## src/hw/rtl/assert_macros.svh

```systemverilog
// ----------------------------------------------------------------------------
// Assertion macros
// Shorthand for clocked assertions. Each macro is disabled while rst_n is low.
// ----------------------------------------------------------------------------
`ifndef ASSERT_MACROS_SVH
`define ASSERT_MACROS_SVH

// Implication checked at every rising edge of clk
`define ASSERT_SYNC(lbl, prop, msg) \
  lbl: assert property (@(posedge clk) disable iff (!rst_n) prop) else $error(msg);

// Condition that must hold on every rising edge of clk
`define ASSERT_ALWAYS(lbl, cond, msg) \
  lbl: assert property (@(posedge clk) disable iff (!rst_n) (cond)) else $error(msg);

`endif

```

## src/hw/rtl/tfd_pkg.sv

```systemverilog
// ----------------------------------------------------------------------------
// tfd_pkg
// Shared types and constants for the telemetry frame decoder.
// ----------------------------------------------------------------------------
`default_nettype none

package tfd_pkg;

  // Frame length the sender uses. Only the first STORE_BYTES bytes carry
  // decoded fields; any later data byte only enters the XOR check.
  localparam int FRAME_BYTES = 7;
  localparam int STORE_BYTES = 6;
  localparam int IDX_W       = $clog2(STORE_BYTES + 1);

  // Frame kind byte values
  localparam logic [7:0] KIND_BYTE_STATUS = 8'd192;
  localparam logic [7:0] KIND_BYTE_LIMITS = 8'd193;
  localparam logic [7:0] KIND_BYTE_HALL   = 8'd194;

  // Decoded frame kind
  typedef enum logic [1:0] {
    KIND_STATUS  = 2'd0,
    KIND_LIMITS  = 2'd1,
    KIND_HALL    = 2'd2,
    KIND_UNKNOWN = 2'd3
  } frame_kind_t;

  typedef logic [STORE_BYTES-1:0][7:0] store_t;

  // One decoded result word
  typedef struct packed {
    logic        frame_ok;
    frame_kind_t frame_kind;
    logic [9:0]  steer_level;
    logic [11:0] value_a;
    logic [11:0] value_b;
    logic [9:0]  value_c;
    logic [7:0]  mode_flags;
    logic        current_direction;
    logic        lamp_on;
  } tfd_result_t;

endpackage

`default_nettype wire

```

## src/hw/rtl/telemetry_frame_decoder_top.sv

```systemverilog
// ----------------------------------------------------------------------------
// telemetry_frame_decoder_top
// Byte stream in, one decoded telemetry record out per frame.
// ----------------------------------------------------------------------------
// Accepts one byte word per clock cycle, sustained; tlast marks the checksum
// byte. A result word is presented from the result register once the checksum
// byte has left the input register (the byte is decoded out of the input
// register straight into the result register), and only for that byte. The
// input side keeps accepting while a result waits; it stalls only when a checksum
// byte sits in the input register and the result register is full and not
// being taken. The XOR check, the byte counter and the store update in the
// input-register stage set the one-byte-per-cycle rate.
`default_nettype none

`include "assert_macros.svh"

module telemetry_frame_decoder_top
  import tfd_pkg::*;
(
  input  wire logic        clk,
  input  wire logic        rst_n,
  // Input stream
  input  wire logic        in_tvalid,
  output logic             in_tready,
  input  wire logic [7:0]  in_tdata,   // [7:0] rx_byte
  input  wire logic        in_tlast,   // last_byte
  // Result stream
  output logic             out_tvalid,
  input  wire logic        out_tready,
  output logic [55:0]      out_tdata,  // [9:0] steer_level, [21:10] value_a,
                                       // [33:22] value_b, [43:34] value_c,
                                       // [51:44] mode_flags,
                                       // [52] current_direction, [53] lamp_on,
                                       // [55:54] zero
  output logic [2:0]       out_tuser   // [0] frame_ok, [2:1] frame_kind
);

  // Input register
  logic             s1_valid_r;
  logic [7:0]       s1_byte_r;
  logic             s1_last_r;

  // Frame state
  store_t           store_r, store_nxt;
  logic [7:0]       xor_r, xor_nxt;
  logic [IDX_W-1:0] idx_r, idx_nxt;

  // Result register
  logic             out_valid_r;
  tfd_result_t      out_res_r;

  logic             out_free;
  logic             s1_adv;
  logic             frame_ok;
  tfd_result_t      dec_res;

  // Handshake: a data byte always moves on, a checksum byte needs room
  assign out_free  = !out_valid_r || out_tready;
  assign s1_adv    = s1_valid_r && (!s1_last_r || out_free);
  assign in_tready = !s1_valid_r || s1_adv;

  // Frame check on the checksum byte
  assign frame_ok = (idx_r != '0) && (xor_r == s1_byte_r);

  tfd_decode u_decode (
    .frame_ok (frame_ok),
    .store    (store_r),
    .result   (dec_res)
  );

  // Next frame state
  always_comb begin
    store_nxt = store_r;
    xor_nxt   = xor_r;
    idx_nxt   = idx_r;
    if (s1_adv) begin
      if (idx_r == '0) begin
        store_nxt = '0;
      end
      if (s1_last_r) begin
        xor_nxt = '0;
        idx_nxt = '0;
      end else begin
        if (idx_r < IDX_W'(STORE_BYTES)) begin
          store_nxt[idx_r] = s1_byte_r;
          idx_nxt          = idx_r + 1'b1;
        end
        xor_nxt = xor_r ^ s1_byte_r;
      end
    end
  end

  // Input register
  always_ff @(posedge clk) begin
    if (!rst_n) begin
      s1_valid_r <= 1'b0;
    end else if (in_tready) begin
      s1_valid_r <= in_tvalid;
    end
    if (in_tready && in_tvalid) begin
      s1_byte_r <= in_tdata;
      s1_last_r <= in_tlast;
    end
  end

  // Frame state registers
  always_ff @(posedge clk) begin
    if (!rst_n) begin
      store_r <= '0;
      xor_r   <= '0;
      idx_r   <= '0;
    end else begin
      store_r <= store_nxt;
      xor_r   <= xor_nxt;
      idx_r   <= idx_nxt;
    end
  end

  // Result register
  always_ff @(posedge clk) begin
    if (!rst_n) begin
      out_valid_r <= 1'b0;
    end else if (out_free) begin
      out_valid_r <= s1_adv && s1_last_r;
    end
    if (s1_adv && s1_last_r) begin
      out_res_r <= dec_res;
    end
  end

  // Output packing
  assign out_tvalid = out_valid_r;
  assign out_tuser  = {out_res_r.frame_kind, out_res_r.frame_ok};
  assign out_tdata  = {2'b00,
                       out_res_r.lamp_on,
                       out_res_r.current_direction,
                       out_res_r.mode_flags,
                       out_res_r.value_c,
                       out_res_r.value_b,
                       out_res_r.value_a,
                       out_res_r.steer_level};

  // Checks
  `ASSERT_SYNC(a_bad_frame_zero, (out_valid_r && !out_res_r.frame_ok) |-> (out_tdata == '0 && out_res_r.frame_kind == KIND_UNKNOWN), "bad frame carries nonzero fields")
  `ASSERT_SYNC(a_frame_restart, (s1_adv && s1_last_r) |=> (idx_r == '0 && xor_r == '0), "frame state not cleared after checksum byte")
  `ASSERT_SYNC(a_data_no_result, (s1_adv && !s1_last_r && out_free) |=> !out_valid_r, "result produced for a data byte")
  `ASSERT_ALWAYS(a_ready_when_empty, (!out_valid_r |-> in_tready), "input stalled with empty result register")

endmodule

`default_nettype wire

```

## src/hw/rtl/tfd_decode.sv

```systemverilog
// ----------------------------------------------------------------------------
// tfd_decode
// Combinational field decode of a stored frame by its kind byte.
// ----------------------------------------------------------------------------
`default_nettype none

module tfd_decode
  import tfd_pkg::*;
(
  input  wire logic        frame_ok,
  input  wire store_t      store,
  output tfd_result_t      result
);

  logic [7:0] b0, b1, b2, b3, b4, b5;

  assign b0 = store[0];
  assign b1 = store[1];
  assign b2 = store[2];
  assign b3 = store[3];
  assign b4 = store[4];
  assign b5 = store[5];

  // Bad frames report unknown kind with all fields zero
  always_comb begin
    result          = '0;
    result.frame_ok = frame_ok;
    result.frame_kind = KIND_UNKNOWN;
    if (frame_ok) begin
      unique case (b0)
        KIND_BYTE_STATUS: begin
          result.frame_kind        = KIND_STATUS;
          result.mode_flags        = b1;
          result.value_b           = {4'b0, b2};
          result.steer_level       = {b3, b4[7:6]};
          result.value_a           = {b4[5:0], b5[7:2]};
          result.current_direction = b5[1];
          result.lamp_on           = b5[0];
        end
        KIND_BYTE_LIMITS: begin
          result.frame_kind  = KIND_LIMITS;
          result.steer_level = {b1, b2[7:6]};
          result.value_a     = {2'b0, b2[5:0], b3[7:4]};
          result.value_b     = {2'b0, b3[3:0], b4[7:2]};
          result.value_c     = {b4[1:0], b5};
        end
        KIND_BYTE_HALL: begin
          result.frame_kind  = KIND_HALL;
          result.steer_level = {b1, b2[7:6]};
          result.value_a     = {b2[5:0], b3[7:2]};
          result.value_b     = {b3[1:0], b4, b5[7:6]};
          result.value_c     = {4'b0, b5[5:0]};
        end
        default: begin
          result.frame_kind = KIND_UNKNOWN;
        end
      endcase
    end
  end

endmodule

`default_nettype wire

```

## config.mk

```make
export PLATFORM = sky130hd
export DESIGN_NAME = telemetry_frame_decoder_top
export DESIGN_NICKNAME = d
export VERILOG_FILES = /design/src/hw/rtl/tfd_pkg.sv /design/src/hw/rtl/telemetry_frame_decoder_top.sv /design/src/hw/rtl/tfd_decode.sv
export VERILOG_INCLUDE_DIRS = /design/src /design/src/hw/rtl
export SDC_FILE = /design/constraint.sdc
export NUM_CORES = 1
export LEC_CHECK = 0
export BUFFER_PORTS_ARGS = -buffer_cell sky130_fd_sc_hd__buf_2
export CAP_MARGIN = 10
export CORE_MARGIN = 2
export CORE_UTILIZATION = 55
export DETAILED_ROUTE_END_ITERATION = 10
export PLACE_DENSITY = 0.78
export SLEW_MARGIN = 20
export SYNTH_ARGS = -nofsm -noshare
export SYNTH_HDL_FRONTEND = slang
export SYNTH_SLANG_ARGS = --single-unit
```

## constraint.sdc

```tcl
create_clock -name clk -period 8.4 [get_ports clk]
set_clock_uncertainty 0.05 [all_clocks]
set_input_delay 1.68 -clock clk [delete_from_list [all_inputs] [get_ports clk]]
set_output_delay 1.68 -clock clk [all_outputs]
set_load 0.02 [all_outputs]
```

==> flow_results.org, run 1 <==
** STA
- Worst relative slew slack :: 35.3%
- Timing-limited maximum frequency :: ~260 MHz
- The final max-slew violation count is 0.
- The worst path in the final design needs a cycle of slightly below 4 ns, including I/O delays and setup.
- Final hold violation count :: 0
- Setup repair after global routing left no endpoint under its margin.
- Setup violations remaining at the end of the flow were counted as 0.
- Ratio of final minimum period to clock period :: 46.6%
- In the final timing run, aggregate negative setup slack is 0 ns.
- At the pin with the least slew margin, the transition time is slightly below 1 ns.

** Power and ir drop
- In this run the power density over the cells is ~220 nW/um^2.
- The design draws 1.41 mW.
- The worst-case IR drop observed on VDD is about 0.15 mV.
- Cell leakage power :: 2.30 nW

** Critical path
- Among the stages of the critical path, the cell type that occurs most often is sky130_fd_sc_hd__buf_2.
- Setup slack on the worst reg-to-reg path comes out at 5.50 ns.
- The number of cells on the worst reg-to-reg path is 4.
- Arrival time at the worst endpoint :: between 2 and 2.5 ns
- Of all nets on the critical path, the largest fanout is 3.
- R2r startpoint :: s1_byte_r[3]
- At the worst endpoint, the required time is 6.67 ns.
- The worst setup path is captured at an output pin.
- Stage delay of the slowest cell on the critical path :: approximately 0.21 ns
- Library cell contributing the largest single delay on the critical path :: sky130_fd_sc_hd__buf_2
- STA classifies the critical path startpoint as an input port.
- Critical-path cell list :: buf_2 > nand4b_1 > buf_2
- In this run the critical register-to-register path is captured at out_tdata[21].
- Type of the setup path with the least slack :: in2out

** Placement
- The congestion estimate from routability-driven global placement came to roughly 0.85.
- The wire-length estimate of the detail-placed layout is 7.75 mm.
- After detailed placement, the design holds a cell count of 702.
- During placement, the flow inserted port buffers numbering 71.

** Min path
- The path class of the tightest hold or removal check is reg2reg.
- Worst Hold Path Cells :: 2
- Endpoint, Worst Hold :: store_r[5]
- The worst hold path begins at store_r[5].

** CTS
- The longest clock path from root to sink contains 2 buffers.
- Clock tree root buffer cell :: sky130_fd_sc_hd__clkbuf_8
- Buffers inserted during clock tree synthesis total 17.
- Clock network latency to the later pin of the worst-skew pair :: around 0.53 ns
- H-Tree Level Count :: 4
- Resized cells post-CTS :: 0
- Setup Fix Bufs, Post-CTS :: 0
- Clock tree from TritonCTS :: built
- The tree built by TritonCTS fans out to 127 sinks.
- Hold-fix buffers at CTS :: 0
- Clock-pin slew of the registers on the worst-case setup and hold paths :: 0.05 ns

** Detailed routing
- In the routed design, unresolved DRC markers number 0.
- The detail route stage leaves a number of antenna-violating nets equal to 0.
- Total number of vias :: 4141
- For this block, the routed nets add up to 12.1 mm of wire.
- Detailed-route wire length per cell :: 16.5 microns
- Detailed router's first-iteration violation count :: 309
- Before antenna repair, the detailed router went through 5 iterations.
- Using the TritonRoute via totals, the vias-per-cell ratio works out to 5.64.

** Synthesis
- Flip-flop and latch count after synthesis :: approximately 130
- After synthesis, the cell types taking the most area are sky130_fd_sc_hd__edfxtp_1 (36%), sky130_fd_sc_hd__dfxtp_1 (22%), sky130_fd_sc_hd__a21boi_0 (6.7%).
- In the post-synthesis netlist, the cell with the most instances is sky130_fd_sc_hd__edfxtp_1.
- Synth Flop Type :: sky130_fd_sc_hd__edfxtp_1
- Share of Yosys cell area claimed by the top area cell type :: between 30% and 40%
- In this run, distinct cell masters in the synthesized netlist total 37.
- Dividing the synthesized area by the synthesized cell count gives 10.3 sq um.
- Number of flops mapped to enable cells by yosys :: 66
- The commonest cells after synthesis are sky130_fd_sc_hd__edfxtp_1 (66), sky130_fd_sc_hd__dfxtp_1 (61), sky130_fd_sc_hd__nor2_1 (61).
- Largest area contributor in the synthesized netlist :: sky130_fd_sc_hd__edfxtp_1
- Yosys printed 0 warnings.
- After synthesis the cells add up to 5570 sq um.
- For this run, asynchronously set or reset flops after synthesis account for 0%.
- Synthesis handed over a netlist of about 540 instances.
- Share of the yosys chip area belonging to registers :: 57.5%

** Floorplan
- Initial core utilization :: 56.7%
- Area of the placeable core :: 9820 sq um
- Total Die Area :: between 10000 and 15000 sq um
- Row generation in the floorplan step produced 36 rows.
- Horizontal die dimension :: 105 microns
- For this design the top-level I/O count stands at 74.
- DIE HEIGHT :: between 100 and 150 microns

** Finish
- In the final layout, the share of cells above drive strength 1 is 18.0%.
- For this run, the share of the core covered by cells in the final layout is 66.0%.
- Fin nets :: 603
- Area of the multi-input gates :: 2160 sq um
- After the flow finishes, the layout carries non-filler instances totaling 734.
- Storage cell area :: about 3200 sq um
- From synthesis to final layout, the design area changed by 16.4%.
- Counting the fill cells in the layout gives just under 800.
- ANT cells :: 0

** Global routing
- Wire length of the first global-routing pass :: slightly below 20 mm
- The total overflow left after global routing is 0.
- Global routing used 23.0% of the available tracks.
- Number of antenna violations at the first check in global routing :: 0
- The via count of the first global-routing pass is roughly 3900.
- Entering global routing, the biggest net connects 59 pins.

** Flow run
- Max-cap violations in this run came to 0.

** Status
- The flow ran to the end, and the final reports show no timing, DRC or antenna violations.
==> layer usage <==
metal | vias to the layer above | part of all wire [%] | GRT usage (%)
met5 | - | 0 | 0
met4 | 0 | 2.1 | 7.43
met1 | 1987 | 43 | 30.2
met2 | 147 | 49 | 36.9
met3 | 20 | 6.5 | 6.61
li1 | 1987 | - | -
==> per-stage QoR <==
stage,instance area [sq um],hold slack (ns),setup WS [ns]
3_5_place_dp,5920,0.422,4.49
6_report,6480,0.432,4.48
4_1_cts,6470,0.429,4.48
3_3_place_gp,5920,0.413,4.50
2_1_floorplan,5570,0.399,4.67
5_1_grt,6480,0.457,4.44
==> worst max-delay path: cells and delay by family <==
kind / cells / cell delay (ns)
buf+inv: 2 / 0.31
simple gates: 1 / 0.19
==> sequential cells by signal (all words and copies together) (netlist names) <==
signal and flops:
store_r 48, out_tdata 54, out_tvalid 1, xor_r 8, out_tuser 3, s1_byte_r 8
s1_last_r 1, s1_valid_r 1, idx_r 3
==> cell type report <==
type / instances / area share, %
Multi-Input combinational cell: 363 / 33.3
Inverter: 4 / 0.232
Sequential cell: 127 / 49.4
Clock buffer: 24 / 7.11
Timing Repair Buffer: 75 / 5.95
Tap cell: 133 / 2.57
Clock inverter: 8 / 1.37
==> cell families (layout without fill, tap and decap cells) <==
group | Yosys count | in the layout | share of synthesized area [%]
multiplexers | 20 | 20 | 3.60
adder cells (fa/ha/maj) | 2 | 2 | 0.449
buffers and inverters | 49 | 111 | 3.98
other | 1 | 2 | 0.0674
AND/OR/NAND/NOR | 227 | 227 | 20.2
AO/OA/AOI/OAI | 103 | 103 | 12.7
flip-flops | 127 | 127 | 57.5
XOR/XNOR | 9 | 9 | 1.42
==> power by group <==
group / internal [mW] / switching, mW / leakage [nW]
logic: 0.0184 / 0.0371 / 0.909
clock network: 0.434 / 0.243 / 0.274
registers: 0.663 / 0.0133 / 1.12
==> cell usage in the layout, fill, tap and decap left out, drive strengths merged, types with 7 or more instances in the layout <==
cell and instances:
a21oi 18, nand3b 9, o21ai 11, edfxtp 66, and2 17, and3 16
a21boi 56, nand3 48, buf 75, a22oi 12, dfxtp 61, mux2i 20
nor2 61, nand2 53, nor2b 7, clkbuf 24, xor2 8
==> worst max-delay path by stage <==
stage	endpoint	from	slack, ns
6_report	in_tready	out_tready	4.48
5_1_grt	in_tready	out_tready	4.44
4_1_cts	in_tready	out_tready	4.48
3_5_place_dp	in_tready	out_tready	4.49
3_3_place_gp	in_tready	out_tready	4.50
2_1_floorplan	in_tready	out_tready	4.67
(Power assumes the default switching activity.)
==> run 2: changes to the inputs <==
- ABC_AREA: unset -> 1
- PLACE_DENSITY: 0.78 -> 0.77
- clock period: 8.4 -> 3.8 ns (I/O delays scaled with it)
==> flow_results.org, run 2 <==
** Power and ir drop
- The share of total power dissipated in the clock network is 49.5%.
- Combinational cells account for 4.6% of the total power.
- Cell leakage power :: 2.48 nW
- The share of total power dissipated in sequential elements is 45.8%.
- Net switching is 21.6% of the power.
- Cell-internal power :: 2.56 mW
- The analysis attributes to net switching a power of between 0.7 and 0.8 mW.
- Peak supply drop :: between 0.3 and 0.4 mV
- Dividing total power by cell area gives a power density of between 400 and 500 nW/um^2.

** Critical path
- STA classifies the critical path startpoint as a flip-flop.
- STA puts the critical path data arrival time at 3.03 ns.
- STA classifies the critical path endpoint as a flip-flop.
- The worst register-to-register path has a depth of 7.
- Of all nets on the critical path, the largest fanout is 23.
- Type of the setup path with the least slack :: reg2reg
- Data on the critical path is required at its endpoint by 3.99 ns.

** CTS
- The number of gates resized after CTS was 0.
- Clock tree root buffer cell :: sky130_fd_sc_hd__clkbuf_8
- Clock network latency to the later pin of the worst-skew pair :: 0.53 ns
- TritonCTS buffer count :: 17
- Clock tree from TritonCTS :: built
- Hold-fix buffers at CTS :: 0
- In this run the number of H-tree levels came out at 4.
- Largest buffer count on any clock path :: 2
- After clock tree synthesis, the clock-pin slew on the worst setup and hold paths is 0.06 ns.
- Setup Fix Bufs, Post-CTS :: 0
- CTS Sinks :: 127

** Synthesis
- Synthesized area per cell :: 8.61 sq um
- After synthesis, flip-flops and latches occupy 55.1% of the total area.
- Synth Flop Type :: sky130_fd_sc_hd__edfxtp_1
- Synth unique cells :: 34
- Dominant cell by count in the synthesized netlist :: sky130_fd_sc_hd__nand2_1
- Ranked by instance count, the synthesized netlist is headed by sky130_fd_sc_hd__nand2_1 (152), sky130_fd_sc_hd__inv_1 (77), sky130_fd_sc_hd__nor2_1 (70).
- Synthesis handed over a netlist of 675 instances.
- The largest total area in the synthesized netlist belongs to sky130_fd_sc_hd__edfxtp_1.
- Ranked by total cell area, the synthesized netlist is headed by sky130_fd_sc_hd__edfxtp_1 (34%), sky130_fd_sc_hd__dfxtp_1 (21%), sky130_fd_sc_hd__nand2_1 (9.8%).
- The synthesized design contains 66 enable-type register cells.
- The share of synthesized area in the top cell type comes to 34.1%.
- Warnings, synthesis :: 0
- After synthesis the cells add up to between 5000 and 6000 sq um.
- Counting flops with an async set or reset pin after synthesis yields a share of 0%.
- The synthesized design contains 127 register bits.

** STA
- Setup violations remaining at the end of the flow were counted as 0.
- Dividing the final minimum period by the clock period gives 74.7%.
- Slew at the pin with the worst max-slew slack :: 0.881 ns
- Setup TNS :: 0 ns
- RSZ-0062 raised after global routing :: no
- The worst pin sits at a relative slew slack of between 40% and 50%.
- The number of endpoints with negative hold slack in the final report is 0.
- Crit path time final :: 2.84 ns
- Timing would allow up to 352 MHz.
- Number of max-slew violations in the final report :: 0

** Finish
- Share of layout cells above drive strength 1 :: a little over a fifth
- The register with the most flip-flops in the layout has 54 of them.
- 0 antenna diodes ended up in the layout.
- Fin nets :: 751
- Compared with the post-synthesis result, the final layout area differs by 16.6%.
- Utilization of the core after routing :: between 60% and 70%
- In the layout the commonest cells are sky130_fd_sc_hd__nand2_1 (152), sky130_fd_sc_hd__inv_1 (76), sky130_fd_sc_hd__buf_2 (71).
- Number of inserted filler cells in the final layout :: 824
- The library cell used most frequently in the layout, excluding fill and tap cells, is sky130_fd_sc_hd__nand2_1.

** Global routing
- The initial antenna violation count was 0.
- For this run, the total global-route usage over all layers was measured as 24.4%.
- Global routing finished with a remaining overflow of 0.
- The via count of the first global-routing pass came to 4293.
- Entering global routing, the biggest net connects between 50 and 60 pins.
- The first global-routing pass estimated ~21 mm of wire.

** Detailed routing
- Detailed router's first-iteration violation count :: approximately 400
- After detailed routing, the number of remaining DRC violations is 0.
- The first detailed-routing pass ran for 6 iterations.
- The final layout contains routed wiring with a total length of 13.2 mm.
- Detailed-route wire length per cell :: 14.9 microns
- Via density :: about 5.4
- Total number of vias :: 4758
- In this run the remaining antenna-violating nets after routing total 0.

** Min path
- Hold WC Path Type :: in2reg
- Worst Hold Path Cells :: 1

** Floorplan
- The die is 107 microns tall.
- Number of placement rows :: 37
- After floorplanning, the core was sized to cover 10300 sq um.
- Horizontal die dimension :: 107 microns
- I/O pin count :: 74
- Initial core utilization :: a little under three fifths
- Total Die Area :: 11400 sq um

** Flow run
- Max-cap violations in this run came to 0.

** Placement
- Placer's final routability congestion estimate :: between 0.9 and 1
- In this run the tool buffered the top-level ports with roughly 70 buffer cells.
- Dpl hpwl :: 9.18 mm

** Status
- Outcome :: finished, final reports clean
## run 2: cell types whose count changed in the layout (fill, tap and decap cells not counted), sizes merged, moves of 20 or more
cell,previous run,this run
a21boi,56,0
a21oi,18,61
inv,4,91
mux2i,20,0
nand2,53,166
nand3,48,25
nand4,1,25
nor2,61,98
o22ai,0,20
## run 2: worst max-delay path, cell delays in order, from the launching register on
cell	delay [ns]
sky130_fd_sc_hd__dfxtp_1	0.35
sky130_fd_sc_hd__inv_1	0.05
sky130_fd_sc_hd__nand2_1	0.08
sky130_fd_sc_hd__nor2_1	0.04
sky130_fd_sc_hd__nand2_1	0.55
sky130_fd_sc_hd__nand2_1	0.50
sky130_fd_sc_hd__o211ai_4	0.85
sky130_fd_sc_hd__nor2_2	0.07
## run 2: final cells by class
class	instances	area, sq um	area share (%)
clock buffer	18	418	6.17
clock inverter	14	173	2.55
inverter	91	342	5.04
multi-input combinational	425	2080	30.7
sequential	127	3200	47.3
tap	136	170	2.51
timing repair buffer	74	390	5.76
## run 2: cell families (layout without fill, tap and decap cells)
family	Yosys count	in the layout	share of synthesized area, %
compound gates	95	95	9.08
xor+xnor	1	1	0.151
fa+ha+maj	2	2	0.431
buf+inv	124	197	9.17
flops	127	127	55.1
other cells	1	2	0.0645
simple gates	325	325	26.0
## run 2: worst paths after layout
| path | start | end | slack, ns |
|---|---|---|---|
| hold reg to reg | store_r[46] | store_r[46] | 0.41 |
| setup reg to reg | store_r[3] | out_tdata[16] | 0.96 |
| setup / recovery | store_r[3] | out_tdata[16] | 0.96 |
| hold / removal | in_tlast | s1_last_r | 0.36 |
## run 2: power groups by stage
stage          Clock [mW]  Combinational [mW]  Sequential [mW]
6_report             1.62               0.151             1.50
5_1_grt              1.69               0.167             1.50
4_1_cts              1.63               0.151             1.50
3_5_place_dp            0               0.150             1.52
3_3_place_gp            0               0.146             1.52
2_1_floorplan           0               0.103             1.53
## run 2: stage by stage
stage	power, mW	worst slack [ns]	hold slack (ns)	std cells	instance area [sq um]
detailed placement	1.67	1.05	0.405	853	6180
CTS	3.27	1.02	0.343	885	6780
global placement	1.67	1.22	0.400	853	6180
global route	3.35	0.789	0.342	885	6780
finish	3.26	0.962	0.358	885	6780
floorplan	1.63	0.858	0.391	676	5820
## run 2: metal layers
metal / vias up / track usage [%] / share of wire, %
met1: 2176 / 31.4 / 41
met4: 0 / 13.1 / 3.7
met3: 42 / 5.23 / 7.4
li1: 2329 / - / -
met2: 211 / 38.8 / 48
met5: - / 0 / 0
==> run 3: changes to the inputs <==
- CORE_UTILIZATION: 55 -> 52
- clock period: 3.8 -> 2.5 ns (I/O delays scaled with it)
==> flow_results.org, run 3 (synthesized netlist as in run 2, its figures left out) <==
** CTS
- Clock tree from TritonCTS :: built
- The number of hold buffers added after CTS was 0.
- Clock-pin slew of the registers on the worst-case setup and hold paths :: 0.06 ns
- The later pin in the worst-skew pair is clocked with a latency of between 0.5 and 0.6 ns.
- CTS Sinks :: roughly 130
- H-Tree Level Count :: 4
- Gates resized during post-CTS repair numbered 0.
- Largest buffer count on any clock path :: 2
- Clock tree root buffer cell :: sky130_fd_sc_hd__clkbuf_8
- TritonCTS created 17 clock buffers.
- Post-CTS timing repair inserted 0 buffers for setup.

** Placement
- At the end of routability-driven placement, the weighted congestion stood at 0.921.
- Dpl hpwl :: 10.0 mm
- Count of buffers from port buffering :: 71

** Power and ir drop
- Total power density per cell area :: 721 nW/um^2
- The worst-case IR drop observed on VDD is 0.430 mV.
- Cell leakage power :: 2.49 nW

** Finish
- The library cell used most frequently in the layout, excluding fill and tap cells, is sky130_fd_sc_hd__nand2_1.
- Area growth from synthesis to layout :: 17.5%
- The number of antenna diodes in the final layout is 0.
- Utilization of the core after routing :: between 60 and 70%
- The register with the most flip-flops in the layout has between 50 and 60 of them.
- Leading cell types in the layout, fill and taps excluded :: sky130_fd_sc_hd__nand2_1 (152), sky130_fd_sc_hd__inv_1 (76), sky130_fd_sc_hd__buf_2 (71)
- Fin nets :: 756
- Share of layout cells above drive strength 1 :: a little under a quarter

** Detailed routing
- The detail route stage leaves a number of antenna-violating nets equal to 0.
- Detailed router's first-iteration violation count :: 500
- First drt pass iteration count :: 8
- Across all layers, the routed design uses between 4000 and 5000 vias.
- After detailed routing, the number of remaining DRC violations is 0.
- After detailed routing, the number of vias per cell comes to 5.46.
- After detailed routing, the average wire length per cell comes to approximately 16 microns.
- After detailed routing, the total wire length is around 14 mm.

** Floorplan
- The die is 110 microns tall.
- Total Die Area :: around 12000 sq um
- After floorplanning, the core was sized to cover approximately 11000 sq um.
- I/O pin count :: 74
- Horizontal die dimension :: 110 microns
- After floorplanning, the core was divided into 38 placement rows.
- Once the floorplan was initialized, standard cells occupied 53.4% of the core.

** Global routing
- Number of global-route vias before repair :: about 4500
- Entering global routing, the biggest net connects 59 pins.
- After global routing the overflow that remains totals 0.
- Wire length of the first global-routing pass :: roughly 22 mm
- The initial antenna violation count is 0.
- GRT Resource Usage Total :: 24.6%

** STA
- Final setup violating endpoints :: 0
- Final hold violation count :: 0
- Worst relative slew slack :: 39.4%
- Setup TNS :: 0 ns
- RSZ-0062 raised after global routing :: no
- Number of max-slew violations in the final report :: 0
- Slew at the pin with the worst max-slew slack :: 0.905 ns
- Subtracting the final worst setup slack from the clock period gives 2.09 ns.
- Ratio of final minimum period to clock period :: 83.4%
- Timing-limited maximum frequency :: roughly 480 MHz

** Critical path
- STA classifies the critical path endpoint as a flip-flop.
- Data arrives at the worst endpoint at about 2.4 ns.
- Maximum fanout count along the critical path :: 27
- Data required time at the worst endpoint :: around 2.8 ns
- STA classifies the critical path startpoint as a flip-flop.
- Type of the setup path with the least slack :: reg2reg

** Flow run
- Max-cap viol count :: 0

** Min path
- Hold WC Path Type :: in2reg

** Status
- Outcome :: finished, final reports clean
## run 3: cell types whose count changed in the layout (fill, tap and decap cells not counted), sizes merged
cell | before | now
buf | 74 | 79
bufinv | 4 | 3
clkbuf | 18 | 17
clkinv | 9 | 7
clkinvlp | 1 | 5
## run 3: power by group
| group | internal, mW | switching (mW) |
|---|---|---|
| clock network | 1.51 | 0.904 |
| logic | 0.0670 | 0.175 |
| registers | 2.23 | 0.0375 |
| total | 3.81 | 1.12 |
## run 3: metrics by stage
step / std cells / worst slack (ns) / total power, mW / hold WS (ns) / area, sq um
final: 894 / 0.415 / 4.92 / 0.0844 / 6830
after global placement: 862 / 0.511 / 2.54 / 0.402 / 6240
after CTS: 894 / 0.428 / 4.93 / 0.0832 / 6830
after detailed placement: 862 / 0.451 / 2.55 / 0.408 / 6240
after global routing: 894 / 0.259 / 5.05 / 0.0852 / 6830
after floorplan: 676 / 0.0582 / 2.48 / 0.391 / 5820
## run 3: final timing paths
path,start,endpoint,slack [ns],cells after the start
worst max-delay path,s1_byte_r[7],out_tdata[17],0.41,7
worst min-delay path,in_tdata[2],s1_byte_r[2],0.08,1
worst max register to register,s1_byte_r[7],out_tdata[17],0.41,7
worst min register to register,store_r[5],store_r[5],0.41,2
## run 3: layout make-up
type	instances	area, sq um
Fill cell	893	4060
Sequential cell	127	3200
Multi-Input combinational cell	425	2080
Timing Repair Buffer	79	440
Clock buffer	17	414
Inverter	91	345
Tap cell	140	175
Clock inverter	15	170
## run 3: routing by layer
| layer | share of wire [%] | vias to the layer above | GRT usage, % | wire length, microns |
|---|---|---|---|---|
| met1 | 41 | 2235 | 30.8 | 5710 |
| met4 | 4.0 | 0 | 13.1 | 559 |
| met2 | 47 | 256 | 39.8 | 6660 |
| li1 | - | 2336 | - | - |
| met3 | 8.2 | 50 | 5.33 | 1150 |
| met5 | 0 | - | 0 | 0 |
## run 3: worst max-delay path, cell delays in order, from the launching register on
cell,delay [ns]
sky130_fd_sc_hd__edfxtp_1,0.55
sky130_fd_sc_hd__nand2_1,0.15
sky130_fd_sc_hd__nand2_2,0.08
sky130_fd_sc_hd__nor2_4,0.12
sky130_fd_sc_hd__nand2_4,0.07
sky130_fd_sc_hd__nor2_8,0.33
sky130_fd_sc_hd__o211ai_4,0.38
sky130_fd_sc_hd__nor2_2,0.19
